**src/hw/rtl/script_token_scanner_macros.svh**
```systemverilog
// Assertion macros shared by the scanner modules.
// In synthesis builds the macros expand to nothing.
`ifndef SCRIPT_TOKEN_SCANNER_MACROS_SVH
`define SCRIPT_TOKEN_SCANNER_MACROS_SVH
`ifndef SYNTHESIS
`define STS_ASSERT(lbl, clk_s, rst_s, prop, msg) \
  lbl: assert property (@(posedge clk_s) disable iff (!rst_s) prop) else $error(msg);
`define STS_NEVER(lbl, clk_s, rst_s, cond, msg) \
  lbl: assert property (@(posedge clk_s) disable iff (!rst_s) !(cond)) else $error(msg);
`else
`define STS_ASSERT(lbl, clk_s, rst_s, prop, msg)
`define STS_NEVER(lbl, clk_s, rst_s, cond, msg)
`endif
`endif

```
**src/hw/rtl/sts_pkg.sv**
```systemverilog
`timescale 1ns / 1ps
package sts_pkg;

  // Raw classes of tokens held in the pending queue.
  localparam logic [1:0] RAW_FINAL = 2'd0;
  localparam logic [1:0] RAW_OP    = 2'd1;
  localparam logic [1:0] RAW_NUM   = 2'd2;

  localparam logic [4:0] KIND_STRING  = 5'd0;
  localparam logic [4:0] KIND_OP      = 5'd1;
  localparam logic [4:0] KIND_IDENT   = 5'd2;
  localparam logic [4:0] KIND_KW_BASE = 5'd3;
  localparam logic [4:0] KIND_AND     = 5'd10;
  localparam logic [4:0] KIND_OR      = 5'd11;
  localparam logic [4:0] KIND_NOT     = 5'd12;
  localparam logic [4:0] KIND_EQ      = 5'd13;
  localparam logic [4:0] KIND_NEQ     = 5'd14;
  localparam logic [4:0] KIND_LESS    = 5'd15;
  localparam logic [4:0] KIND_GREATER = 5'd16;
  localparam logic [4:0] KIND_LEQ     = 5'd17;
  localparam logic [4:0] KIND_GEQ     = 5'd18;
  localparam logic [4:0] KIND_DOUBLE  = 5'd20;
  localparam logic [4:0] KIND_INT     = 5'd21;
  localparam logic [4:0] KIND_ERROR   = 5'd22;

  localparam int REC_DEPTH = 4;
  localparam int KW_COUNT  = 17;

  // Keyword text, first character in the low byte, and its length.
  localparam logic [63:0] KW_TEXT [KW_COUNT] = '{
    64'h6669, 64'h65736c65, 64'h726f66, 64'h656c696877, 64'h6e7275746572,
    64'h6b61657262, 64'h65756e69746e6f63, 64'h646e61, 64'h726f, 64'h746f6e,
    64'h7165, 64'h71656e, 64'h7373656c, 64'h72657461657267, 64'h71656c,
    64'h716567, 64'h6c61626f6c67
  };
  localparam logic [3:0] KW_LEN [KW_COUNT] = '{
    4'd2, 4'd4, 4'd3, 4'd5, 4'd6, 4'd5, 4'd8, 4'd3, 4'd2, 4'd3,
    4'd2, 4'd3, 4'd4, 4'd7, 4'd3, 4'd3, 4'd6
  };

  typedef enum logic [1:0] {ACT_NONE, ACT_PUSH, ACT_ERR} act_kind_t;

  typedef struct packed {
    logic [1:0]  raw;
    logic [4:0]  kind;
    logic [7:0]  op;
    logic        ends_e;
    logic [15:0] line;
    logic [15:0] start;
    logic [15:0] len;
  } tok_t;

  typedef struct packed {
    act_kind_t what;
    tok_t      tok;
  } act_t;

  // Everything one source byte asks of the back end.
  typedef struct packed {
    act_t a0;
    act_t a1;
    logic fin;
  } rec_t;

  function automatic logic [15:0] sat_add16(input logic [15:0] a, input logic [15:0] b);
    logic [16:0] s;
    s = {1'b0, a} + {1'b0, b};
    return s[16] ? 16'hFFFF : s[15:0];
  endfunction

  function automatic logic [4:0] kw_kind(input logic [63:0] prefix, input logic [15:0] len);
    logic [4:0] k;
    k = KIND_IDENT;
    for (int i = KW_COUNT - 1; i >= 0; i--) begin
      if (len == 16'(KW_LEN[i]) && prefix == KW_TEXT[i]) k = KIND_KW_BASE + 5'(i);
    end
    return k;
  endfunction

  function automatic logic mergeable(input logic [7:0] c);
    return c == "!" || c == "=" || c == "&" || c == "|" || c == "<" || c == ">";
  endfunction

  function automatic logic [4:0] pair_kind(input logic [7:0] a, input logic [7:0] b);
    logic [4:0] k;
    k = KIND_STRING;
    if (b == "=") begin
      case (a)
        "!": k = KIND_NEQ;
        "=": k = KIND_EQ;
        "<": k = KIND_LEQ;
        ">": k = KIND_GEQ;
        default: k = KIND_STRING;
      endcase
    end
    if (a == "&" && b == "&") k = KIND_AND;
    if (a == "|" && b == "|") k = KIND_OR;
    return k;
  endfunction

  function automatic logic [4:0] single_kind(input logic [7:0] c);
    logic [4:0] k;
    case (c)
      "!": k = KIND_NOT;
      "<": k = KIND_LESS;
      ">": k = KIND_GREATER;
      default: k = KIND_OP;
    endcase
    return k;
  endfunction

  function automatic tok_t mk_tok(input logic [1:0] raw, input logic [4:0] kind,
                                  input logic [7:0] op, input logic ends_e,
                                  input logic [15:0] line, input logic [15:0] start,
                                  input logic [15:0] len);
    tok_t t;
    t.raw = raw; t.kind = kind; t.op = op; t.ends_e = ends_e;
    t.line = line; t.start = start; t.len = len;
    return t;
  endfunction

endpackage

```
**src/hw/rtl/sts_front.sv**
```systemverilog
`timescale 1ns / 1ps
module sts_front #(
  parameter int OFFSET_BITS = 16
) (
  input  logic          clk,
  input  logic          rst_n,
  input  logic          take,
  input  logic [7:0]    in_byte,
  input  logic          in_end,
  output logic          rec_wr,
  output sts_pkg::rec_t rec
);

  localparam int PosW = (OFFSET_BITS < 16) ? OFFSET_BITS : 16;
  localparam logic [PosW-1:0] PosMax = {PosW{1'b1}};

  typedef enum logic [1:0] {W_NONE, W_IDENT, W_NUM, W_ERR} wcls_t;

  logic [63:0]     prefix_r, prefix_nxt;
  logic [15:0]     start_r, start_nxt, len_r, len_nxt, line_r, line_nxt;
  wcls_t           cls_r, cls_nxt;
  logic            dot_r, dot_nxt, str_r, str_nxt, cmt_r, cmt_nxt;
  logic [7:0]      prev_r, prev_nxt;
  logic [PosW-1:0] pos_r, pos_nxt;

  function automatic sts_pkg::act_t end_word(input wcls_t cls, input logic [63:0] prefix,
                                             input logic [15:0] start, input logic [15:0] len,
                                             input logic dot, input logic [7:0] prev,
                                             input logic [15:0] line);
    sts_pkg::act_t a;
    a.what = sts_pkg::ACT_NONE;
    a.tok  = '0;
    case (cls)
      W_IDENT: begin
        a.what = sts_pkg::ACT_PUSH;
        a.tok  = sts_pkg::mk_tok(sts_pkg::RAW_FINAL, sts_pkg::kw_kind(prefix, len), 8'd0,
                                 1'b0, line, start, len);
      end
      W_NUM: begin
        a.what = sts_pkg::ACT_PUSH;
        a.tok  = sts_pkg::mk_tok(sts_pkg::RAW_NUM,
                                 dot ? sts_pkg::KIND_DOUBLE : sts_pkg::KIND_INT, 8'd0,
                                 prev == "e" || prev == "E", line, start, len);
      end
      W_ERR: begin
        a.what = sts_pkg::ACT_ERR;
        a.tok  = sts_pkg::mk_tok(sts_pkg::RAW_FINAL, sts_pkg::KIND_ERROR, 8'd0, 1'b0,
                                 line, start, len);
      end
      default: a.what = sts_pkg::ACT_NONE;
    endcase
    return a;
  endfunction

  sts_pkg::act_t a_word, a_tok, a_end;
  logic          handle;
  logic [7:0]    c;
  logic [15:0]   pos16;

  always_comb begin
    prefix_nxt = prefix_r; start_nxt = start_r; len_nxt = len_r; line_nxt = line_r;
    cls_nxt = cls_r; dot_nxt = dot_r; str_nxt = str_r; cmt_nxt = cmt_r;
    prev_nxt = prev_r;
    a_word = '0; a_tok = '0; a_end = '0;
    handle = 1'b1;
    pos16  = 16'(pos_r);
    pos_nxt = (pos_r != PosMax) ? pos_r + 1'b1 : pos_r;

    if (cmt_r) begin
      if (in_byte == 8'h0A) cmt_nxt = 1'b0;
      else handle = 1'b0;
    end else if (in_byte == "#") begin
      cmt_nxt = 1'b1;
      handle  = 1'b0;
    end

    // An escaped double quote is taken as an apostrophe.
    c = (in_byte == 8'h22 && prev_r == 8'h5C) ? 8'h27 : in_byte;

    if (handle) begin
      if (str_r) begin
        if (c == 8'h22) begin
          a_tok.what = sts_pkg::ACT_PUSH;
          a_tok.tok  = sts_pkg::mk_tok(sts_pkg::RAW_FINAL, sts_pkg::KIND_STRING, 8'd0, 1'b0,
                                       line_r, start_r, len_r);
          str_nxt = 1'b0; start_nxt = '0; len_nxt = '0;
        end else begin
          if (c == 8'h0A) line_nxt = sts_pkg::sat_add16(line_r, 16'd1);
          len_nxt = sts_pkg::sat_add16(len_r, 16'd1);
        end
      end else if (c inside {8'h22, 8'h20, 8'h09, 8'h0D, 8'h0A,
                             "=", "+", "-", "*", "/", "%", "^", "{", "}", "[", "]",
                             "(", ")", ";", ",", ":", "!", "<", ">", "&", "|"}) begin
        a_word = end_word(cls_r, prefix_r, start_r, len_r, dot_r, prev_r, line_r);
        cls_nxt = W_NONE; prefix_nxt = '0; start_nxt = '0; len_nxt = '0; dot_nxt = 1'b0;
        case (c)
          8'h22: begin
            str_nxt   = 1'b1;
            start_nxt = (pos_r != PosMax) ? pos16 + 16'd1 : pos16;
          end
          8'h20, 8'h09, 8'h0D: ;
          8'h0A: line_nxt = sts_pkg::sat_add16(line_r, 16'd1);
          default: begin
            a_tok.what = sts_pkg::ACT_PUSH;
            a_tok.tok  = sts_pkg::mk_tok(sts_pkg::RAW_OP, sts_pkg::KIND_OP, c, 1'b0,
                                         line_r, pos16, 16'd1);
          end
        endcase
      end else begin
        if (cls_r == W_NONE) begin
          start_nxt = pos16;
          if ((c | 8'h20) inside {["a":"z"]} || c == "_") cls_nxt = W_IDENT;
          else if (c inside {["0":"9"]}) cls_nxt = W_NUM;
          else cls_nxt = W_ERR;
        end
        for (int i = 0; i < 8; i++) begin
          if (len_r < 16'd8 && len_r[2:0] == 3'(i)) prefix_nxt[8*i +: 8] = prefix_r[8*i +: 8] | c;
        end
        len_nxt = sts_pkg::sat_add16(len_r, 16'd1);
        if (c == "." || c == "e" || c == "E") dot_nxt = 1'b1;
      end
      prev_nxt = c;
    end

    if (in_end) begin
      if (!str_nxt)
        a_end = end_word(cls_nxt, prefix_nxt, start_nxt, len_nxt, dot_nxt, prev_nxt, line_nxt);
      prefix_nxt = '0; start_nxt = '0; len_nxt = '0; line_nxt = 16'd1;
      cls_nxt = W_NONE; dot_nxt = 1'b0; str_nxt = 1'b0; cmt_nxt = 1'b0;
      prev_nxt = '0; pos_nxt = '0;
    end

    // At most two actions are ever live, and they keep their order.
    if (a_word.what != sts_pkg::ACT_NONE) begin
      rec.a0 = a_word;
      rec.a1 = a_tok;
    end else if (a_tok.what != sts_pkg::ACT_NONE) begin
      rec.a0 = a_tok;
      rec.a1 = '0;
    end else begin
      rec.a0 = a_end;
      rec.a1 = '0;
    end
    rec.fin = in_end;
    rec_wr  = take && (rec.a0.what != sts_pkg::ACT_NONE || in_end);
  end

  always_ff @(posedge clk) begin
    if (!rst_n) begin
      prefix_r <= '0; start_r <= '0; len_r <= '0; line_r <= 16'd1;
      cls_r <= W_NONE; dot_r <= 1'b0; str_r <= 1'b0; cmt_r <= 1'b0;
      prev_r <= '0; pos_r <= '0;
    end else if (take) begin
      prefix_r <= prefix_nxt; start_r <= start_nxt; len_r <= len_nxt; line_r <= line_nxt;
      cls_r <= cls_nxt; dot_r <= dot_nxt; str_r <= str_nxt; cmt_r <= cmt_nxt;
      prev_r <= prev_nxt; pos_r <= pos_nxt;
    end
  end

endmodule

```
**src/hw/rtl/sts_fifo.sv**
```systemverilog
`timescale 1ns / 1ps
`include "script_token_scanner_macros.svh"
module sts_fifo (
  input  logic          clk,
  input  logic          rst_n,
  input  logic          wr,
  input  sts_pkg::rec_t wdata,
  output logic          full,
  input  logic          rd,
  output sts_pkg::rec_t rdata,
  output logic          empty
);

  localparam int PW = $clog2(sts_pkg::REC_DEPTH);

  sts_pkg::rec_t mem_r [sts_pkg::REC_DEPTH];
  logic [PW-1:0] wp_r, rp_r;
  logic [PW:0]   cnt_r;

  assign full  = cnt_r == (PW+1)'(sts_pkg::REC_DEPTH);
  assign empty = cnt_r == '0;
  assign rdata = mem_r[rp_r];

  always_ff @(posedge clk) begin
    if (wr) mem_r[wp_r] <= wdata;
  end

  always_ff @(posedge clk) begin
    if (!rst_n) begin
      wp_r <= '0; rp_r <= '0; cnt_r <= '0;
    end else begin
      if (wr) wp_r <= wp_r + 1'b1;
      if (rd) rp_r <= rp_r + 1'b1;
      cnt_r <= cnt_r + (PW+1)'(wr) - (PW+1)'(rd);
    end
  end

  `STS_NEVER(a_fifo_overflow, clk, rst_n, wr && full && !rd, "record queue overflow")
  `STS_NEVER(a_fifo_underflow, clk, rst_n, rd && empty, "record queue read while empty")

endmodule

```
**src/hw/rtl/sts_back.sv**
```systemverilog
`timescale 1ns / 1ps
`include "script_token_scanner_macros.svh"
module sts_back #(
  parameter int PENDING_DEPTH = 3
) (
  input  logic          clk,
  input  logic          rst_n,
  input  logic          rec_v,
  input  sts_pkg::rec_t rec,
  output logic          rec_pop,
  output logic          out_valid,
  input  logic          out_stall,
  output logic [4:0]    out_token_kind,
  output logic [7:0]    out_op_char,
  output logic [15:0]   out_line_number,
  output logic [15:0]   out_start_offset,
  output logic [15:0]   out_text_length,
  output logic          out_last_of_run,
  output logic          out_stream_done
);

  localparam int CW = $clog2(PENDING_DEPTH + 1);

  typedef enum logic [1:0] {PH_A0, PH_A1, PH_FIN} phase_t;

  sts_pkg::tok_t q_r [PENDING_DEPTH];
  sts_pkg::tok_t qv [PENDING_DEPTH];
  sts_pkg::tok_t q_nxt [PENDING_DEPTH];
  logic [CW-1:0] cnt_r, nv, cnt_nxt;
  phase_t        ph_r, eph, ph_nxt;
  logic          pushed_r;

  sts_pkg::act_t cur;
  logic          fin_res, do_push, emit_v, ph_done, rec_done, back_go, out_free, hold_move;
  logic [1:0]    used;
  logic [4:0]    pk;
  sts_pkg::tok_t e;

  // Held token: its last flag is known once the next token or the record end arrives.
  logic          hold_v_r, hold_known_r, hold_done_r;
  sts_pkg::tok_t hold_r;
  logic          out_v_r, out_last_r, out_done_r;
  sts_pkg::tok_t out_r;

  always_comb begin
    eph = (ph_r == PH_A0 && rec.a0.what == sts_pkg::ACT_NONE) ? PH_FIN : ph_r;
    case (eph)
      PH_A0:   cur = rec.a0;
      PH_A1:   cur = rec.a1;
      default: cur = '0;
    endcase
    fin_res = eph == PH_FIN && rec.fin;
    do_push = cur.what == sts_pkg::ACT_PUSH && !pushed_r && cnt_r < CW'(PENDING_DEPTH);
    for (int i = 0; i < PENDING_DEPTH; i++)
      qv[i] = (do_push && cnt_r == CW'(i)) ? cur.tok : q_r[i];
    nv = cnt_r + CW'(do_push);

    emit_v = 1'b0; ph_done = 1'b0; used = 2'd0; pk = sts_pkg::KIND_STRING;
    e = qv[0];
    if (cur.what == sts_pkg::ACT_ERR) begin
      emit_v = 1'b1; e = cur.tok; ph_done = 1'b1;
    end else if (eph == PH_FIN && !rec.fin) begin
      ph_done = 1'b1;
    end else if (nv == '0) begin
      ph_done = 1'b1;
    end else if (qv[0].raw == sts_pkg::RAW_NUM && qv[0].ends_e) begin
      e.kind = sts_pkg::KIND_DOUBLE;
      if (nv < CW'(2) && !fin_res) begin
        ph_done = 1'b1;
      end else if (nv >= CW'(2) && qv[1].raw == sts_pkg::RAW_NUM) begin
        emit_v = 1'b1; used = 2'd2;
        e.len  = sts_pkg::sat_add16(qv[0].len, qv[1].len);
      end else if (nv >= CW'(2) && qv[1].raw == sts_pkg::RAW_OP) begin
        if (nv < CW'(3)) begin
          if (!fin_res) ph_done = 1'b1;
          else begin
            emit_v = 1'b1; used = 2'd1;
          end
        end else begin
          emit_v = 1'b1; used = 2'd3;
          e.len  = sts_pkg::sat_add16(sts_pkg::sat_add16(qv[0].len, qv[1].len), qv[2].len);
        end
      end else begin
        emit_v = 1'b1; used = 2'd1;
      end
    end else if (qv[0].raw == sts_pkg::RAW_OP && sts_pkg::mergeable(qv[0].op)) begin
      if (nv < CW'(2) && !fin_res) begin
        ph_done = 1'b1;
      end else begin
        if (nv >= CW'(2) && qv[1].raw == sts_pkg::RAW_OP) pk = sts_pkg::pair_kind(qv[0].op, qv[1].op);
        emit_v = 1'b1;
        if (pk != sts_pkg::KIND_STRING) begin
          used = 2'd2; e.kind = pk;
          e.len = sts_pkg::sat_add16(qv[0].len, qv[1].len);
        end else begin
          used = 2'd1; e.kind = sts_pkg::single_kind(qv[0].op);
        end
      end
    end else begin
      emit_v = 1'b1; used = 2'd1;
    end

    for (int i = 0; i < PENDING_DEPTH; i++) begin
      q_nxt[i] = qv[i];
      if (i + int'(used) < PENDING_DEPTH) q_nxt[i] = qv[i + int'(used)];
    end
    cnt_nxt = nv - CW'(used);

    rec_done = 1'b0;
    ph_nxt   = eph;
    if (ph_done) begin
      case (eph)
        PH_A0: begin
          if (rec.a1.what != sts_pkg::ACT_NONE) ph_nxt = PH_A1;
          else if (rec.fin) ph_nxt = PH_FIN;
          else rec_done = 1'b1;
        end
        PH_A1: begin
          if (rec.fin) ph_nxt = PH_FIN;
          else rec_done = 1'b1;
        end
        default: rec_done = 1'b1;
      endcase
    end

    out_free  = !out_v_r || !out_stall;
    back_go   = rec_v && !(emit_v && hold_v_r && !out_free);
    rec_pop   = back_go && rec_done;
    hold_move = hold_v_r && out_free && (hold_known_r || (emit_v && back_go));
  end

  always_ff @(posedge clk) begin
    if (!rst_n) begin
      cnt_r <= '0; ph_r <= PH_A0; pushed_r <= 1'b0;
      hold_v_r <= 1'b0; hold_known_r <= 1'b0; hold_done_r <= 1'b0;
      out_v_r <= 1'b0; out_last_r <= 1'b0; out_done_r <= 1'b0;
    end else begin
      if (back_go) begin
        for (int i = 0; i < PENDING_DEPTH; i++) q_r[i] <= q_nxt[i];
        cnt_r    <= (rec_done && rec.fin) ? '0 : cnt_nxt;
        ph_r     <= rec_done ? PH_A0 : ph_nxt;
        pushed_r <= !ph_done;
      end

      if (hold_move) begin
        out_v_r    <= 1'b1;
        out_r      <= hold_r;
        out_last_r <= hold_known_r;
        out_done_r <= hold_known_r && hold_done_r;
      end else if (out_v_r && !out_stall) begin
        out_v_r <= 1'b0;
      end

      if (back_go && emit_v) begin
        hold_v_r     <= 1'b1;
        hold_r       <= e;
        hold_known_r <= rec_done;
        hold_done_r  <= rec_done && rec.fin;
      end else if (hold_move) begin
        hold_v_r     <= 1'b0;
        hold_known_r <= 1'b0;
      end else if (back_go && rec_done && hold_v_r && !hold_known_r) begin
        hold_known_r <= 1'b1;
        hold_done_r  <= rec.fin;
      end
    end
  end

  assign out_valid        = out_v_r;
  assign out_token_kind   = out_r.kind;
  assign out_op_char      = (out_r.kind == sts_pkg::KIND_OP) ? out_r.op : 8'd0;
  assign out_line_number  = out_r.line;
  assign out_start_offset = out_r.start;
  assign out_text_length  = out_r.len;
  assign out_last_of_run  = out_last_r;
  assign out_stream_done  = out_done_r;

  `STS_NEVER(a_pending_bound, clk, rst_n, back_go && cnt_nxt > CW'(3), "pending queue above three")
  `STS_ASSERT(a_hold_known, clk, rst_n, hold_known_r |-> hold_v_r, "hold flagged without token")
  `STS_ASSERT(a_done_is_last, clk, rst_n, out_v_r && out_done_r |-> out_last_r, "done not last")

endmodule

```
**src/hw/rtl/script_token_scanner.sv**
```systemverilog
`timescale 1ns / 1ps
// Channel   Direction  Handshake           Word
// in_       input      in_valid/in_stall   in_byte, in_end_of_input
// out_      output     out_valid/out_stall token fields, last_of_run, stream_done
//
// The front end classifies one byte per cycle and writes a record of up to two
// token actions into a four-entry record queue; a byte is taken whenever that
// queue has room. The back end works through each record's push actions and its
// end-of-input flush in turn, emitting tokens as merges resolve (an error word is
// emitted and closed together), while the queue absorbs the burst.
// Reset is synchronous and active low; it clears all control state at once.
// A stalled output word holds its register; the back end waits only when it has a
// token to emit while a token is held and the output register holds a stalled word.
module script_token_scanner #(
  parameter int OFFSET_BITS   = 16,
  parameter int PENDING_DEPTH = 3
) (
  input  logic        clk,
  input  logic        rst_n,
  input  logic        in_valid,
  output logic        in_stall,
  input  logic [7:0]  in_byte,
  input  logic        in_end_of_input,
  output logic        out_valid,
  input  logic        out_stall,
  output logic [4:0]  out_token_kind,
  output logic [7:0]  out_op_char,
  output logic [15:0] out_line_number,
  output logic [15:0] out_start_offset,
  output logic [15:0] out_text_length,
  output logic        out_last_of_run,
  output logic        out_stream_done
);

  logic          take, rec_wr, fifo_full, fifo_empty, rec_pop;
  sts_pkg::rec_t rec_in, rec_out;

  // The front end stalls only on a full record queue.
  assign in_stall = fifo_full;
  assign take     = in_valid && !fifo_full;

  sts_front #(.OFFSET_BITS(OFFSET_BITS)) u_front (
    .clk     (clk),
    .rst_n   (rst_n),
    .take    (take),
    .in_byte (in_byte),
    .in_end  (in_end_of_input),
    .rec_wr  (rec_wr),
    .rec     (rec_in)
  );

  sts_fifo u_fifo (
    .clk   (clk),
    .rst_n (rst_n),
    .wr    (rec_wr),
    .wdata (rec_in),
    .full  (fifo_full),
    .rd    (rec_pop),
    .rdata (rec_out),
    .empty (fifo_empty)
  );

  // The back end keeps and merges pending tokens, one token a cycle unless stalled.
  sts_back #(.PENDING_DEPTH(PENDING_DEPTH)) u_back (
    .clk              (clk),
    .rst_n            (rst_n),
    .rec_v            (!fifo_empty),
    .rec              (rec_out),
    .rec_pop          (rec_pop),
    .out_valid        (out_valid),
    .out_stall        (out_stall),
    .out_token_kind   (out_token_kind),
    .out_op_char      (out_op_char),
    .out_line_number  (out_line_number),
    .out_start_offset (out_start_offset),
    .out_text_length  (out_text_length),
    .out_last_of_run  (out_last_of_run),
    .out_stream_done  (out_stream_done)
  );

endmodule
```
**config.mk**
```make
export PLATFORM = sky130hd
export DESIGN_NAME = script_token_scanner
export DESIGN_NICKNAME = d
export VERILOG_FILES = /design/src/hw/rtl/sts_pkg.sv /design/src/hw/rtl/sts_front.sv /design/src/hw/rtl/sts_fifo.sv /design/src/hw/rtl/sts_back.sv /design/src/hw/rtl/script_token_scanner.sv
export VERILOG_INCLUDE_DIRS = /design/src /design/src/hw/rtl
export SDC_FILE = /design/constraint.sdc
export NUM_CORES = 2
export LEC_CHECK = 0
export ABC_AREA = 1
export BUFFER_PORTS_ARGS = -buffer_cell sky130_fd_sc_hd__buf_2
export CAP_MARGIN = 15
export CORE_ASPECT_RATIO = 0.8
export CORE_UTILIZATION = 35
export CTS_CLUSTER_SIZE = 8
export DETAILED_ROUTE_END_ITERATION = 7
export PLACE_DENSITY = 0.55
export REMOVE_ABC_BUFFERS = 1
export SETUP_SLACK_MARGIN = 0.5
export SYNTH_ARGS = -nofsm -noshare
export SYNTH_HDL_FRONTEND = slang
export SYNTH_SLANG_ARGS = --single-unit
```
**constraint.sdc**
```tcl
create_clock -name clk -period 13.05 [get_ports clk]
set_input_delay 1.305 -clock clk [delete_from_list [all_inputs] [get_ports clk]]
set_output_delay 1.305 -clock clk [all_outputs]
set_load 0.005 [all_outputs]
```
==> summary.md <==
| Metric | Value |
|---|---|
| Yosys cell types | 72 |
| Inst Count DP | 8573 |
| Static Leak | 0.0228 uW |
| Synth area leaders | edfxtp_1 (44%), nand2_1 (8.3%), o21ai_0 (6.4%) |
| TritonCTS clock tree | built |
| Top fanout value on the critical path | 73 |
| Port Buffers | 77 |
| Sequential-to-total area share from yosys stat | 50.2% |
| Core area | 156000 sq um |
| Worst stage delay on the critical path | 790 ps |
| Status | finished, final reports clean |
| Layout area overhead | 10.6% |
| Design area | 61000 sq um |
| Top cell type by total area after synthesis | edfxtp_1 |
| Hold Slack | 414 ps |
| Antenna violations before repair | 6 |
| RSZ-0062 raised after global routing | no |
| Drt pass-1 iters | 6 |
| Area after DPL | 56900 sq um |
| Tightest Hold Check Type | flip-flop to flip-flop |
| Io pins | 78 |
| Overflow after GRT | 0 |
| Final hold vios | 0 |
| Top_reg_cell synth | edfxtp_1 |
| Die ar. | 159000 sq um |
| Largest net degree at the start of global routing | 153 |
| Period minus WS final | 9950 ps |
| RD Place Congestion | 0.951 |
| Vias in the first global route | 44300 |
| Async S/R FF share, synth | 0% |
| Share of the synthesized area in the top cell type | 44.3% |
| Worst vdd ir | 0.301 mV |
| Via count | 48400 |
| Maximum clock rate | 100 MHz |
| Crit-path slowest cell | buf_4 |
| Site Rows | 129 |
| Die Height | 357 um |
| Routed WL | 186000 um |
| Fill cell count | 15800 |
| Most frequent CP cell | nand2_1 |
| DRC errors left | 0 |
| Clock transition at path regs | 50 ps |
| CTS Buf Count | 141 |
| Final worst path period share | 76.2% |
| FF+latch count, synth | 975 |
| Worst relative slew slack | 19.7% |
| Syn Area/Cell | 8.20 sq um |
| Post-DR wirelength/cell | 21.2 um |
| Clk root buf | clkbuf_16 |
| Most common cell after layout, fill and taps aside | nand2_1 |
| Most frequent cells in the layout | nand2_1 (1215), edfxtp_1 (814), o21ai_0 (698), inv_1 (670), nand3_1 (649) |
| Hold buffer count at cts | 0 |
| CP Data Required Time | 13640 ps |
| Post-cts resize count | 0 |
| Setup TNS | 0 ps |
| P per Cell Area | 267 nW/um^2 |
| Die width | 446 um |
| Synthesized area | 55200 sq um |
| DRT iter0 DRCs | 5781 |
| CTS Sinks | 975 |
| # nets final | 6702 |
| CP Launch Type | flip-flop |
| Setup CP Type | flip-flop to flip-flop |
| # setup viols final | 0 |
| Via density | 5.50 |
| Yosys warnings | 0 |
| CTS Buffer Depth | 3 |
| Worst slew pin tran | 1200 ps |
| Setup bufs post-CTS | 0 |
| Fraction of layout cells with a size suffix above 1 | 7.77% |
| Detail Placement HPWL | 118000 um |
| CP Data Arrival Time | 10540 ps |
| Number of synthesized flops with an enable pin | 814 |
| Final ANT Viol Nets | 0 |
| Slew Limit Fails | 0 |
| Worst-Skew Late Latency | 800 ps |
| First-pass GRT wire length | 279000 um |
| Initial Utilization | 35.5% |
| CP endpoint kind | flip-flop |
| H-tree levels | 4 |
| Max Cap Violations | 0 |
| Synth Instances | 6724 |
| Final worst clock skew | 48.1 ps |
| Non-Filler Instances | 8792 |
| Total track usage | 22.8% |
-- logic make-up after synthesis --
family	count (synthesis)	synth area share, %
compound gates	1595	16.1
xor+xnor	42	0.667
other cells	1	0.00680
buf+inv	1153	8.76
simple gates	2893	22.8
fa+ha+maj	65	1.52
flops	975	50.2
-- worst max-delay path: cells and delay by family, from the launching register on --
kind | cells | cell delay (ps)
AO/OA/AOI/OAI | 9 | 1770
adder cells (fa/ha/maj) | 3 | 1070
buffers and inverters | 8 | 2720
flip-flops | 1 | 780
AND/OR/NAND/NOR | 23 | 3280
-- cell usage after synthesis, types with 62 or more instances --
library cell	instances
nand2_1	1215
edfxtp_1	814
o21ai_0	700
inv_1	676
nor2_1	658
nand3_1	649
a21oi_1	336
clkbuf_1	276
o21ai_1	169
o22ai_1	165
dfxtp_1	161
or2_2	141
nand4_1	73
buf_4	72
nor3_1	72
ha_1	62
-- registers in the layout, summed over array words and instances (netlist names), 3 cells and up, named ones only --
| name | count |
|---|---|
| u_front.prefix_r | 64 |
| u_fifo.mem_r | 500 |
| u_back.out_r | 8 |
| u_fifo.cnt_r | 3 |
| u_back.q_r | 192 |
| u_back.out_start_offset | 16 |
| u_front.len_r | 16 |
| u_back.hold_r | 61 |
| u_back.out_token_kind | 5 |
| u_front.prev_r | 8 |
| u_front.start_r | 16 |
| u_back.out_line_number | 16 |
| u_front.pos16 | 16 |
| u_back.out_text_length | 16 |
| u_front.line_r | 16 |
-- where the power goes --
group	total [uW]	internal [uW]	switching, uW	leakage [uW]
combinational	8120	2460	5670	0.0119
sequential	4730	4520	205	0.00892
clock	3440	2000	1440	0.00194
-- metal layers --
layer	share of wire (%)	global-route usage (%)	vias up
li1	-	-	22900
met1	47	33.8	23200
met2	42	33.4	2107
met3	9.0	4.63	259
met4	2.0	5.92	0
met5	0	0	-
-- final timing paths --
check	startpoint	end	slack, ps	cells past startpoint
setup / recovery	flip-flop	u_back.hold_r[15]$_DFFE_PP_	3100	43
hold / removal	u_back.hold_r[16]$_DFFE_PP_	u_back.out_start_offset[0]$_DFFE_PP_	410	0
hold reg to reg	u_back.hold_r[16]$_DFFE_PP_	u_back.out_start_offset[0]$_DFFE_PP_	410	0
setup reg to reg	flip-flop	u_back.hold_r[15]$_DFFE_PP_	3100	43
-- cell type report --
cell class                 instances  area (sq um)  area share [%]
timing repair buffer             147           948            1.55
multi-input combinational       4663         23100            37.9
antenna                            6          15.0          0.0246
clock inverter                    16           280           0.459
sequential                       975         27700            45.3
inverter                         696          2630            4.31
clock buffer                     193          3750            6.15
tap                             2096          2620            4.30
-- per-stage QoR --
stage          util [%]  power, uW  worst slack, ps
3_3_place_gp       36.6      12700             3280
2_1_floorplan         -      10400            -5580
5_1_grt            39.2      17400             2310
3_5_place_dp       36.6      12700             3140
6_report           39.2      16300             3100
4_1_cts            39.2      16200             3090
(Power assumes the default switching activity.)
